File: config.mk
export PLATFORM = sky130hd
export DESIGN_NAME = arp_cache_with_aging_flat
export DESIGN_NICKNAME = d
export VERILOG_FILES = /design/src/arpc_pkg.sv /design/src/arpc_if.sv /design/src/arpc_ram.sv /design/src/arpc_ctrl.sv /design/src/arp_cache_with_aging.sv /design/src/flat_wrapper.sv
export SDC_FILE = /design/constraint.sdc
export NUM_CORES = 2
export LEC_CHECK = 0
export BUFFER_PORTS_ARGS = -buffer_cell sky130_fd_sc_hd__buf_4
export CAP_MARGIN = 40
export CORE_MARGIN = 4
export CORE_UTILIZATION = 56
export CTS_CLUSTER_SIZE = 25
export DETAILED_ROUTE_END_ITERATION = 10
export PLACE_DENSITY = 0.75
export SLEW_MARGIN = 15
export SYNTH_ARGS = -nofsm -noshare
export SYNTH_HDL_FRONTEND = slang
export SYNTH_SLANG_ARGS = --single-unit
export TNS_END_PERCENT = 5
File: constraint.sdc
create_clock -name clock -period 13.1 [get_ports clock]
set_input_delay 1.31 -clock clock [delete_from_list [all_inputs] [get_ports clock]]
set_output_delay 1.31 -clock clock [all_outputs]
set_load 0.03 [all_outputs]
File: src/arpc_pkg.sv
// Shared types and constants for the ARP cache with aging.
package arpc_pkg;

   localparam int ENTRIES   = 16;
   localparam int IDX_W     = (ENTRIES > 1) ? $clog2(ENTRIES) : 1;
   localparam int CNT_W     = $clog2(ENTRIES + 1);
   localparam int IP_W      = 32;
   localparam int MAC_W     = 48;
   localparam int AGE_W     = 16;
   localparam int EXP_W     = 5;
   localparam logic [EXP_W-1:0] EXP_MAX     = 5'd31;
   localparam logic [AGE_W-1:0] AGE_LIMIT_RST = 16'd300;

   typedef enum logic [1:0] {
      OP_INSERT = 2'd0,
      OP_LOOKUP = 2'd1,
      OP_TICK   = 2'd2,
      OP_CLEAR  = 2'd3
   } op_type;

   typedef enum logic [1:0] {
      ST_OK    = 2'd0,
      ST_ADDED = 2'd1,
      ST_MISS  = 2'd2,
      ST_FULL  = 2'd3
   } status_type;

   typedef struct packed {
      logic [IP_W-1:0]  ip;
      logic [MAC_W-1:0] mac;
      logic [AGE_W-1:0] age;
   } row_type;

   localparam int ROW_W = $bits(row_type);

   typedef struct packed {
      op_type           operation;
      logic [IP_W-1:0]  ip_addr;
      logic [MAC_W-1:0] mac_addr;
   } req_type;

   typedef struct packed {
      logic             found;
      logic [MAC_W-1:0] mac_out;
      status_type       status;
      logic [EXP_W-1:0] expired_count;
   } res_type;

   typedef struct packed {
      logic             we;
      logic [IDX_W-1:0] waddr;
      row_type          wdata;
      logic             re;
      logic [IDX_W-1:0] raddr;
   } ram_req_type;

endpackage

File: src/arpc_if.sv
// Request and response channel interfaces.
interface arpc_req_if;
   import arpc_pkg::*;
   logic             valid;
   logic             ready;
   logic [1:0]       operation;
   logic [IP_W-1:0]  ip_addr;
   logic [MAC_W-1:0] mac_addr;

   modport source (output valid, output operation, output ip_addr, output mac_addr,
                   input ready);
   modport sink   (input valid, input operation, input ip_addr, input mac_addr,
                   output ready);
endinterface

interface arpc_rsp_if;
   import arpc_pkg::*;
   logic             valid;
   logic             ready;
   logic             found;
   logic [MAC_W-1:0] mac_out;
   logic [1:0]       status;
   logic [EXP_W-1:0] expired_count;

   modport source (output valid, output found, output mac_out, output status,
                   output expired_count, input ready);
   modport sink   (input valid, input found, input mac_out, input status,
                   input expired_count, output ready);
endinterface

File: src/arpc_ram.sv
// Simple dual-port synchronous RAM, registered read.
module arpc_ram #(
   parameter int DEPTH = 16,
   parameter int WIDTH = 96,
   parameter int AW    = (DEPTH > 1) ? $clog2(DEPTH) : 1
) (
   input  logic             clock,
   input  logic             we,
   input  logic [AW-1:0]    waddr,
   input  logic [WIDTH-1:0] wdata,
   input  logic             re,
   input  logic [AW-1:0]    raddr,
   output logic [WIDTH-1:0] rdata
);

   logic [WIDTH-1:0] mem [DEPTH];
   logic [WIDTH-1:0] rdata_ff;

   always_ff @(posedge clock) begin
      if (we) begin
         mem[waddr] <= wdata;
      end
      if (re) begin
         rdata_ff <= mem[raddr];
      end
   end

   assign rdata = rdata_ff;

endmodule

File: src/arpc_ctrl.sv
// Operation sequencer: scans the entry memory, keeps valid bits, forms results.
module arpc_ctrl (
   input  logic                       clock,
   input  logic                       reset,
   input  logic                       req_valid,
   output logic                       req_ready,
   input  arpc_pkg::req_type          req,
   input  logic [arpc_pkg::AGE_W-1:0] age_limit,
   output arpc_pkg::ram_req_type      ram,
   input  arpc_pkg::row_type          ram_rdata,
   output logic                       res_valid,
   input  logic                       res_ready,
   output arpc_pkg::res_type          res
);
   import arpc_pkg::*;

   typedef enum logic [1:0] {S_IDLE, S_SCAN, S_UPD, S_DONE} state_type;

   state_type          state_ff, state_in;
   op_type             op_ff, op_in;
   logic [IP_W-1:0]    ip_ff, ip_in;
   logic [MAC_W-1:0]   mac_ff, mac_in;
   logic [CNT_W-1:0]   cnt_ff, cnt_in;
   logic               chk_ff, chk_in;
   logic [IDX_W-1:0]   chk_idx_ff, chk_idx_in;
   logic               hit_ff, hit_in;
   logic [IDX_W-1:0]   hit_idx_ff, hit_idx_in;
   logic [MAC_W-1:0]   hit_mac_ff, hit_mac_in;
   logic [AGE_W-1:0]   hit_age_ff, hit_age_in;
   logic               free_ff, free_in;
   logic [IDX_W-1:0]   free_idx_ff, free_idx_in;
   logic [EXP_W-1:0]   exp_ff, exp_in;
   logic [ENTRIES-1:0] valid_ff, valid_in;
   res_type            res_ff, res_in;
   logic               cur_valid;

   always_comb begin
      state_in    = state_ff;
      op_in       = op_ff;
      ip_in       = ip_ff;
      mac_in      = mac_ff;
      cnt_in      = cnt_ff;
      chk_in      = 1'b0;
      chk_idx_in  = chk_idx_ff;
      hit_in      = hit_ff;
      hit_idx_in  = hit_idx_ff;
      hit_mac_in  = hit_mac_ff;
      hit_age_in  = hit_age_ff;
      free_in     = free_ff;
      free_idx_in = free_idx_ff;
      exp_in      = exp_ff;
      valid_in    = valid_ff;
      res_in      = res_ff;
      req_ready   = 1'b0;
      res_valid   = 1'b0;
      ram         = '0;
      cur_valid   = valid_ff[chk_idx_ff];

      case (state_ff)
         S_IDLE: begin
            req_ready = 1'b1;
            if (req_valid) begin
               op_in    = req.operation;
               ip_in    = req.ip_addr;
               mac_in   = req.mac_addr;
               cnt_in   = '0;
               hit_in   = 1'b0;
               free_in  = 1'b0;
               exp_in   = '0;
               state_in = (req.operation == OP_CLEAR) ? S_UPD : S_SCAN;
            end
         end
         S_SCAN: begin
            // read entry cnt, check the entry read last cycle
            ram.re    = (cnt_ff < CNT_W'(ENTRIES));
            ram.raddr = cnt_ff[IDX_W-1:0];
            chk_in    = ram.re;
            chk_idx_in = cnt_ff[IDX_W-1:0];
            if (ram.re) begin
               cnt_in = cnt_ff + CNT_W'(1);
            end else begin
               state_in = S_UPD;
            end
            if (chk_ff) begin
               if (op_ff == OP_TICK) begin
                  if (cur_valid) begin
                     if (ram_rdata.age == '0) begin
                        valid_in[chk_idx_ff] = 1'b0;
                        if (exp_ff != EXP_MAX) begin
                           exp_in = exp_ff + EXP_W'(1);
                        end
                     end else begin
                        ram.we    = 1'b1;
                        ram.waddr = chk_idx_ff;
                        ram.wdata = '{ip: ram_rdata.ip, mac: ram_rdata.mac,
                                      age: ram_rdata.age - AGE_W'(1)};
                     end
                  end
               end else begin
                  if (cur_valid && ram_rdata.ip == ip_ff && !hit_ff) begin
                     hit_in     = 1'b1;
                     hit_idx_in = chk_idx_ff;
                     hit_mac_in = ram_rdata.mac;
                     hit_age_in = ram_rdata.age;
                  end
                  if (!cur_valid && !free_ff) begin
                     free_in     = 1'b1;
                     free_idx_in = chk_idx_ff;
                  end
               end
            end
         end
         S_UPD: begin
            res_in   = '{found: 1'b0, mac_out: '0, status: ST_OK, expired_count: '0};
            state_in = S_DONE;
            case (op_ff)
               OP_INSERT: begin
                  if (hit_ff) begin
                     ram.we        = 1'b1;
                     ram.waddr     = hit_idx_ff;
                     ram.wdata     = '{ip: ip_ff, mac: mac_ff, age: hit_age_ff};
                     res_in.found  = 1'b1;
                  end else if (free_ff) begin
                     ram.we        = 1'b1;
                     ram.waddr     = free_idx_ff;
                     ram.wdata     = '{ip: ip_ff, mac: mac_ff, age: age_limit};
                     valid_in[free_idx_ff] = 1'b1;
                     res_in.status = ST_ADDED;
                  end else begin
                     res_in.status = ST_FULL;
                  end
               end
               OP_LOOKUP: begin
                  if (hit_ff) begin
                     res_in.found   = 1'b1;
                     res_in.mac_out = hit_mac_ff;
                  end else begin
                     res_in.status  = ST_MISS;
                  end
               end
               OP_TICK: begin
                  res_in.expired_count = exp_ff;
               end
               OP_CLEAR: begin
                  valid_in = '0;
               end
               default: begin
                  res_in.status = ST_OK;
               end
            endcase
         end
         S_DONE: begin
            res_valid = 1'b1;
            if (res_ready) begin
               state_in = S_IDLE;
            end
         end
         default: begin
            state_in = S_IDLE;
         end
      endcase
   end

   always_ff @(posedge clock) begin
      if (reset) begin
         state_ff <= S_IDLE;
         valid_ff <= '0;
         chk_ff   <= 1'b0;
      end else begin
         state_ff <= state_in;
         valid_ff <= valid_in;
         chk_ff   <= chk_in;
      end
      op_ff       <= op_in;
      ip_ff       <= ip_in;
      mac_ff      <= mac_in;
      cnt_ff      <= cnt_in;
      chk_idx_ff  <= chk_idx_in;
      hit_ff      <= hit_in;
      hit_idx_ff  <= hit_idx_in;
      hit_mac_ff  <= hit_mac_in;
      hit_age_ff  <= hit_age_in;
      free_ff     <= free_in;
      free_idx_ff <= free_idx_in;
      exp_ff      <= exp_in;
      res_ff      <= res_in;
   end

   assign res = res_ff;

endmodule

File: src/arp_cache_with_aging.sv
// Top level of the ARP cache with aging: channels, age limit register, output stage.
// Each request is handled one at a time. Insert, lookup and tick scan the whole
// entry memory, one entry per cycle through its single read port; clear skips the scan.
// The result sits in an output register, so the next request is accepted while a
// result still waits. Age limit writes are taken at any time and should be made
// while the block is idle.
module arp_cache_with_aging (
   input  logic                       clock,
   input  logic                       reset,
   arpc_req_if.sink                   req_if,
   arpc_rsp_if.source                 rsp_if,
   input  logic                       csr_valid,
   output logic                       csr_ready,
   input  logic [arpc_pkg::AGE_W-1:0] csr_wdata
);
   import arpc_pkg::*;

   logic [AGE_W-1:0] age_limit_ff;
   ram_req_type      ram;
   row_type          ram_rdata;
   logic [ROW_W-1:0] rdata_raw;
   req_type          req;
   res_type          res;
   logic             res_valid;
   logic             res_ready;
   logic             rsp_valid_ff;
   res_type          rsp_ff;

   assign csr_ready = 1'b1;

   always_ff @(posedge clock) begin
      if (reset) begin
         age_limit_ff <= AGE_LIMIT_RST;
      end else if (csr_valid) begin
         age_limit_ff <= csr_wdata;
      end
   end

   assign req = '{operation: op_type'(req_if.operation),
                  ip_addr:   req_if.ip_addr,
                  mac_addr:  req_if.mac_addr};

   arpc_ctrl u_ctrl (
      .clock     (clock),
      .reset     (reset),
      .req_valid (req_if.valid),
      .req_ready (req_if.ready),
      .req       (req),
      .age_limit (age_limit_ff),
      .ram       (ram),
      .ram_rdata (ram_rdata),
      .res_valid (res_valid),
      .res_ready (res_ready),
      .res       (res)
   );

   arpc_ram #(
      .DEPTH (ENTRIES),
      .WIDTH (ROW_W),
      .AW    (IDX_W)
   ) u_ram (
      .clock (clock),
      .we    (ram.we),
      .waddr (ram.waddr),
      .wdata (ram.wdata),
      .re    (ram.re),
      .raddr (ram.raddr),
      .rdata (rdata_raw)
   );

   assign ram_rdata = row_type'(rdata_raw);

   // output register: free when empty or being drained this cycle
   assign res_ready = !rsp_valid_ff || rsp_if.ready;

   always_ff @(posedge clock) begin
      if (reset) begin
         rsp_valid_ff <= 1'b0;
      end else if (res_valid && res_ready) begin
         rsp_valid_ff <= 1'b1;
      end else if (rsp_if.ready) begin
         rsp_valid_ff <= 1'b0;
      end
      if (res_valid && res_ready) begin
         rsp_ff <= res;
      end
   end

   assign rsp_if.valid         = rsp_valid_ff;
   assign rsp_if.found         = rsp_ff.found;
   assign rsp_if.mac_out       = rsp_ff.mac_out;
   assign rsp_if.status        = rsp_ff.status;
   assign rsp_if.expired_count = rsp_ff.expired_count;

endmodule

File: src/flat_wrapper.sv
// flat-port wrapper written by rule: the top's interface ports become plain ports
module arp_cache_with_aging_flat import arpc_pkg::*;
  (clock, reset, csr_valid, csr_ready, csr_wdata, req_if_valid, req_if_operation, req_if_ip_addr, req_if_mac_addr, req_if_ready, rsp_if_valid, rsp_if_found, rsp_if_mac_out, rsp_if_status, rsp_if_expired_count, rsp_if_ready);
  arpc_req_if req_if_i ();
  arpc_rsp_if rsp_if_i ();
  input  logic clock;
  input  logic reset;
  input  logic csr_valid;
  output logic csr_ready;
  input  logic [arpc_pkg::AGE_W-1:0] csr_wdata;
  input wire logic [$bits(req_if_i.valid)-1:0] req_if_valid;
  input wire logic [$bits(req_if_i.operation)-1:0] req_if_operation;
  input wire logic [$bits(req_if_i.ip_addr)-1:0] req_if_ip_addr;
  input wire logic [$bits(req_if_i.mac_addr)-1:0] req_if_mac_addr;
  output wire logic [$bits(req_if_i.ready)-1:0] req_if_ready;
  output wire logic [$bits(rsp_if_i.valid)-1:0] rsp_if_valid;
  output wire logic [$bits(rsp_if_i.found)-1:0] rsp_if_found;
  output wire logic [$bits(rsp_if_i.mac_out)-1:0] rsp_if_mac_out;
  output wire logic [$bits(rsp_if_i.status)-1:0] rsp_if_status;
  output wire logic [$bits(rsp_if_i.expired_count)-1:0] rsp_if_expired_count;
  input wire logic [$bits(rsp_if_i.ready)-1:0] rsp_if_ready;
  assign req_if_i.valid = req_if_valid;
  assign req_if_i.operation = req_if_operation;
  assign req_if_i.ip_addr = req_if_ip_addr;
  assign req_if_i.mac_addr = req_if_mac_addr;
  assign req_if_ready = req_if_i.ready;
  assign rsp_if_valid = rsp_if_i.valid;
  assign rsp_if_found = rsp_if_i.found;
  assign rsp_if_mac_out = rsp_if_i.mac_out;
  assign rsp_if_status = rsp_if_i.status;
  assign rsp_if_expired_count = rsp_if_i.expired_count;
  assign rsp_if_i.ready = rsp_if_ready;
  arp_cache_with_aging u_core (.clock(clock), .reset(reset), .req_if(req_if_i), .rsp_if(rsp_if_i), .csr_valid(csr_valid), .csr_ready(csr_ready), .csr_wdata(csr_wdata));
endmodule
# After elaboration in Yosys (flattened, before gate mapping)
# Memories as Yosys holds them, arrays and structs flattened. A register that Yosys moved wholly into a read port is not among the register bits.
# Cells that the tools add are included.
classes:
  addsub: 3
  magnitude_cmp: 5
  n_eq_ne: 24
  n_mux: 59
  n_bitwise: 5
  n_reduce_logical: 28
op_table:
  columns: ["operator", "count"]
  rows:
  - ["$mux W101", 7]
  - ["$pmux W101 S2", 1]
  - ["$mux W16", 6]
  - ["$pmux W16 S2", 2]
  - ["$mux W49", 1]
  - ["$mux W5", 8]
  - ["$eq A32 B32 Y1", 1]
  - ["$ne A2 B2 Y1 const B", 11]
  - ["$pmux W5 S2", 2]
  - ["$mux W1", 17]
  - ["$and A16 B16 Y16", 1]
  - ["$logic_not A16 Y1", 1]
  - ["$not A16 Y16", 1]
  - ["$or A16 B16 Y16", 1]
  - ["$sub A16 B1 Y16 const B", 1]
  - ["$mux W2", 7]
  - ["$add A5 B1 Y5 const B", 2]
  - ["$eq A2 B2 Y1 const B", 5]
  - ["$lt A4 B5 Y1 const B", 2]
  - ["$reduce_and A5 Y1", 2]
  - ["$demux W1 S4", 2]
  - ["$ge A4 B1 Y1 const B", 2]
  - ["$pmux W2 S4", 1]
  - ["$reduce_and A4 Y1", 2]
  - ["20 further kinds", 38]
word_totals:
  reg_bits: 318
  mem_bits_rw: 1536
  inputBits: 103
  out_inout_bits: 59
  wordCells: 150
  n_memories: 1
mem_list:
  columns: ["memory", "words", "width", "read_ports", "rd_clocked_by_memory_dff", "write_ports", "line_no", "rtl"]
  rows:
  - ["u_core.u_ram.mem", 16, 96, 1, 1, 1, "arpc_ram.sv:16", "logic [WIDTH-1:0] mem [DEPTH];"]

# Longest topological paths before layout
depth:
  word_depth: 11
  mapped_depth: 10
  ltp_nobuf: 7

# Modules after synthesis
# Synthesis repeated with hierarchy kept, for this count alone.
hier_totals:
  hier_cells: 3361
  hier_area_um2: 73545.5
modules_own_cells:
  columns: ["mod", "n_inst", "cells_each", "area_per_inst_um2", "seq_area_each_um2"]
  rows:
  - ["arpc_ram", 1, 2460, 60316.6, 49007.0]
  - ["arpc_ctrl", 1, 786, 10904.2, 7166.9]
  - ["arp_cache_with_aging", 1, 115, 2324.7, 2021.9]

# Least setup slack after synthesis
# No wires, ideal clock.
synth_timing:
  path_kind: "register to register"
  start: "register u_core.u_ctrl.state_ff[0]"
  end: "memory u_core.u_ram.mem[11][0], enable pin"
  setup_time_ns: 0.789
  arrival_ns: 12.153
  required_ns: 12.311
  slack_ns: 0.158
  stages_incl_launch_ff: 7
  n_path_buf: 0
  synth_period_minus_slack_ns: 12.942
  cell_sequence: "dfxtp_1 inv_1 ha_1 inv_1 a2111oi_0 o21ai_0 nor4_1"
synth_via:
  elab_chain_len: 4
  word_cells_on_any_way: 5
  cone_classes: "eq/ne (2); mux (3)"
synth_rtl:
  columns: ["item", "line_no", "rtl"]
  rows:
  - ["from (decl)", "arpc_ctrl.sv:19", "state_type state_ff, state_in;"]
  - ["from (signal assigned)", "arpc_ctrl.sv:170", "state_ff <= state_in;"]
  - ["$eq A2 B2 Y1 or $eq A2 B1 Y1 (tied branches)", "arpc_ctrl.sv:59", "case (state_ff)"]
  - ["$pmux W101 S2 (*)", "arpc_ctrl.sv:59", null]
  - ["$mux W1", "arpc_ram.sv:20", "if (we) begin"]
  - ["$mux W1 (not written as such)", "arpc_ram.sv:21", "mem[waddr] <= wdata;"]
  - ["to (decl)", "arpc_ram.sv:16", null]
# Mark *: on every way between the ends. The rest lies on a longest branch, timed or not.

# Final worst setup path
layout_timing:
  start: "register u_core.u_ctrl.op_ff[0]"
  end: "memory u_core.u_ram.mem[6][58], enable pin"
layout_via:
  elab_chain_len: 6
  word_cells_on_any_way: 8
  cone_classes: "eq/ne (1); mux (6); reduce/logical (1)"
layout_rtl:
  columns: ["item", "line_no", "rtl"]
  rows:
  - ["from (decl)", "arpc_ctrl.sv:20", "op_type op_ff, op_in;"]
  - ["from (signal assigned)", "arpc_ctrl.sv:174", "op_ff <= op_in;"]
  - ["$eq A2 B2 Y1", "arpc_ctrl.sv:85", "if (op_ff == OP_TICK) begin"]
  - ["$mux W101", "arpc_ctrl.sv:85", null]
  - ["$mux W101", "arpc_ctrl.sv:84", "if (chk_ff) begin"]
  - ["$pmux W101 S2 (*)", "arpc_ctrl.sv:59", null]
  - ["$mux W1", "arpc_ram.sv:20", null]
  - ["$mux W1 (not written as such)", "arpc_ram.sv:21", null]
# Marked as above.

==> metrics <==
status finished with violations; violated checks DRC; Post-synth EDFFs 1914; reg-to-reg endpoint u_core.u_ram.mem[6][58]$_DFFE_PP_; Ant. Diodes 0; clock-pin slew on the worst setup and hold paths 0.06 ns; Yosys reg bits 1950; CP Max Fanout 104; Final Slew Violations 0; area leader, netlist edfxtp_1; deepest clock path buffer count 3; start of the worst register-to-register path u_core.u_ctrl.op_ff[0]$_DFFE_PP_; Slowest Stage Delay on Critical Path 0.73 ns; vias in the first global route 42970; wire length of the first global-routing pass 281500 um; pin count of the biggest net entering global routing 164; Critical Path Sink Type flip-flop; post-CTS resize count 0; post-synthesis async set-or-reset flop share 0%; R2R Setup Slk 7.54 ns; CTS root buf clkbuf_16; setup bufs post-CTS 0; leak pwr 26.16 nW; R2R cell count 11; post-DR wirelength/cell 28.83 um; YS warnings 0; share of layout cells above drive strength 1 25.60%; Synth Net Count 4584; top post-synthesis cells by count 1914 x edfxtp_1, 577 x mux2_2, 288 x a221oi_1; Layout area overhead 13.51%; Design Area, Final 0.08673 sq mm; die height 377.4 um; Hold-fix buffers, CTS 0; TNS Setup 0 ns; Min Hold Slack 0.4041 ns; initial antenna violation count 5; placed insts 6232; sequential share of the synthesized area 76.16%; GRT Residual Overflow 0; Synth area leaders edfxtp_1 75%, mux2_2 8.5%, a221oi_1 3.3%; RSZ-0062 raised after global routing false; final setup fails 0; routed vias/inst 6.621; CP Data Arrival Time 6.05 ns; Slew HR 24.60%; CTS buffer count 188; clock sinks 1950; maximum vdd ir drop 0.0002454 V; CP Cell Sequence buf_4, nor2b_1, nand3_1, nor2b_4, buf_12, a32oi_1, clkbuf_2, nor4_2, buf_4, buf_4, buf_12; crit path max-delay cell type nor2b_1; startpoint type of the worst setup path flip-flop; Post-Syn Area 0.07641 sq mm; Total Die Area 0.1424 sq mm; Max Fclk 179.7 MHz; most common cell in the synthesized netlist edfxtp_1; DRC 1; H-tree depth 4; nets 4803; DR iter-0 viols 5934; Netlist cell types 67; I/O Pins 162; Yosys top cell area share 75.22%; synthesized area per cell 17.09 sq um; HP Class reg -> reg; core area 0.1355 sq mm; worst endpoint required time 13.59 ns; # rows 135; total of max-cap violations 0; hold path depth 0; Placer Congestion 0.8378; Pre-Repair DR Iteration Count 11; critical path class reg -> reg; worst hold start u_core.u_ctrl.res[43]$_SDFFCE_PN0P_; Worst-Skew Late Latency 0.82 ns; total power divided by cell area 189.6 mW/mm^2; post-synthesis instance total 4472; Hold Violations, Final 0; Die Span X 377.4 um; Non-Filler Instances 6632; PortBufs 160; most used flip-flop cell after synthesis edfxtp_1; Hold EP u_core.rsp_if.mac_out[36]$_DFFE_PP_; routed wire length 191200 um; CP most frequent cell buf_4; post-route minimum period 5.564 ns; DP HPWL 103900 um; Cell Area, Placed 0.08047 sq mm; Worst-Margin Slew 1.131 ns; DR vias 43910; Total GRT Usage 26.38%; Worst Clk Skew 0.03759 ns; TritonCTS clock tree built; fin crit share 42.47%; Initial Util 56.41%; antenna-violating nets left 0
==> kinds of logic after synthesis <==
family,after synthesis,share of synthesized area [%]
AO/OA/AOI/OAI,888,8.867
XOR/XNOR,45,0.5158
buffers and inverters,347,1.773
adder cells (fa/ha/maj),9,0.1474
flip-flops,1950,76.16
multiplexers,595,8.788
other,1,0.004908
AND/OR/NAND/NOR,637,3.742
==> placed cells by master, fill, tap and decap left out, types with 59 or more instances in the layout <==
cell type / instances
a32oi_1: 83
nor2_1: 257
clkinv_1: 59
o32ai_1: 96
clkbuf_16: 192
a221oi_1: 288
mux2_2: 577
edfxtp_1: 1914
a21oi_1: 214
a22oi_1: 108
nand2_1: 210
buf_4: 302
==> metal layers <==
metal  part of all wire, %  global-route usage, %  up-vias
li1                      -                      -    18520
met3                    11                  5.310      314
met1                    40                  39.09    22290
met4                   2.3                  7.208        4
met2                    46                  40.38     2783
met5                 0.015                      0        -
==> critical path: cells and delay by family (launching register included) <==
kind / cells / cell delay, ns
buffers and inverters: 6 / 2.66
AND/OR/NAND/NOR: 4 / 1.58
AO/OA/AOI/OAI: 1 / 0.50
flip-flops: 1 / 0.36
==> final cells by class <==
cell class | instances | area (sq um)
flip-flops and latches | 1950 | 58200
fillers | 9020 | 48730
multi-input cells | 2175 | 17090
clock buffers | 232 | 4955
repair buffers | 355 | 3379
well taps | 1781 | 2228
clock inverters | 118 | 803.3
inverters | 21 | 83.83
==> registers in the layout, summed over array words and instances, names as in the netlist, 4 cells and up <==
signal                       count
u_core.u_ctrl.free_idx_ff        4
u_core.u_ctrl.mac_ff            48
u_core.u_ctrl.hit_age_ff        16
u_core.rsp_if.mac_out           48
u_core.u_ctrl.cnt_ff             5
u_core.u_ctrl.hit_idx_ff         4
u_core.u_ram.mem              1536
u_core.u_ctrl.hit_mac_ff        48
u_core.u_ctrl.ip_ff             32
u_core.u_ctrl.valid_ff          16
u_core.u_ram.rdata              96
u_core.u_ctrl.exp_ff             5
u_core.age_limit_ff             16
u_core.u_ctrl.chk_idx_ff         4
u_core.u_ctrl.res               56
u_core.rsp_if.expired_count      5
==> metrics by stage <==
step	power, W	utilization (%)	worst slack, ns
after global routing	0.01700	64.03	7.330
after global placement	0.01121	58.63	7.763
final	0.01645	64.03	7.536
after detailed placement	0.01136	59.40	7.542
after floorplan	0.01001	-	0.1575
after CTS	0.01640	63.65	7.504
==> how the worst max path moves through the flow <==
stage	startpoint	end	slack, ns	cells after the start
floorplan	u_core.u_ctrl.state_ff[0]$_SDFFE_PP0P_	u_core.u_ram.mem[11][0]$_DFFE_PP_	0.16	6
global placement	u_core.u_ctrl.state_ff[0]$_SDFFE_PP0P_	u_core.u_ram.mem[6][72]$_DFFE_PP_	7.76	10
detailed placement	u_core.u_ctrl.state_ff[0]$_SDFFE_PP0P_	u_core.u_ram.mem[6][82]$_DFFE_PP_	7.54	11
CTS	u_core.u_ctrl.state_ff[0]$_SDFFE_PP0P_	u_core.u_ram.mem[6][58]$_DFFE_PP_	7.50	11
global route	u_core.u_ctrl.op_ff[0]$_DFFE_PP_	u_core.u_ram.mem[6][58]$_DFFE_PP_	7.33	11
finish	u_core.u_ctrl.op_ff[0]$_DFFE_PP_	u_core.u_ram.mem[6][58]$_DFFE_PP_	7.54	11
==> power breakdown <==
part	internal, W	switching [W]
registers	0.00728	0.000251
clock network	0.00281	0.00228
logic	0.00125	0.00258
(Power assumes the default switching activity.)
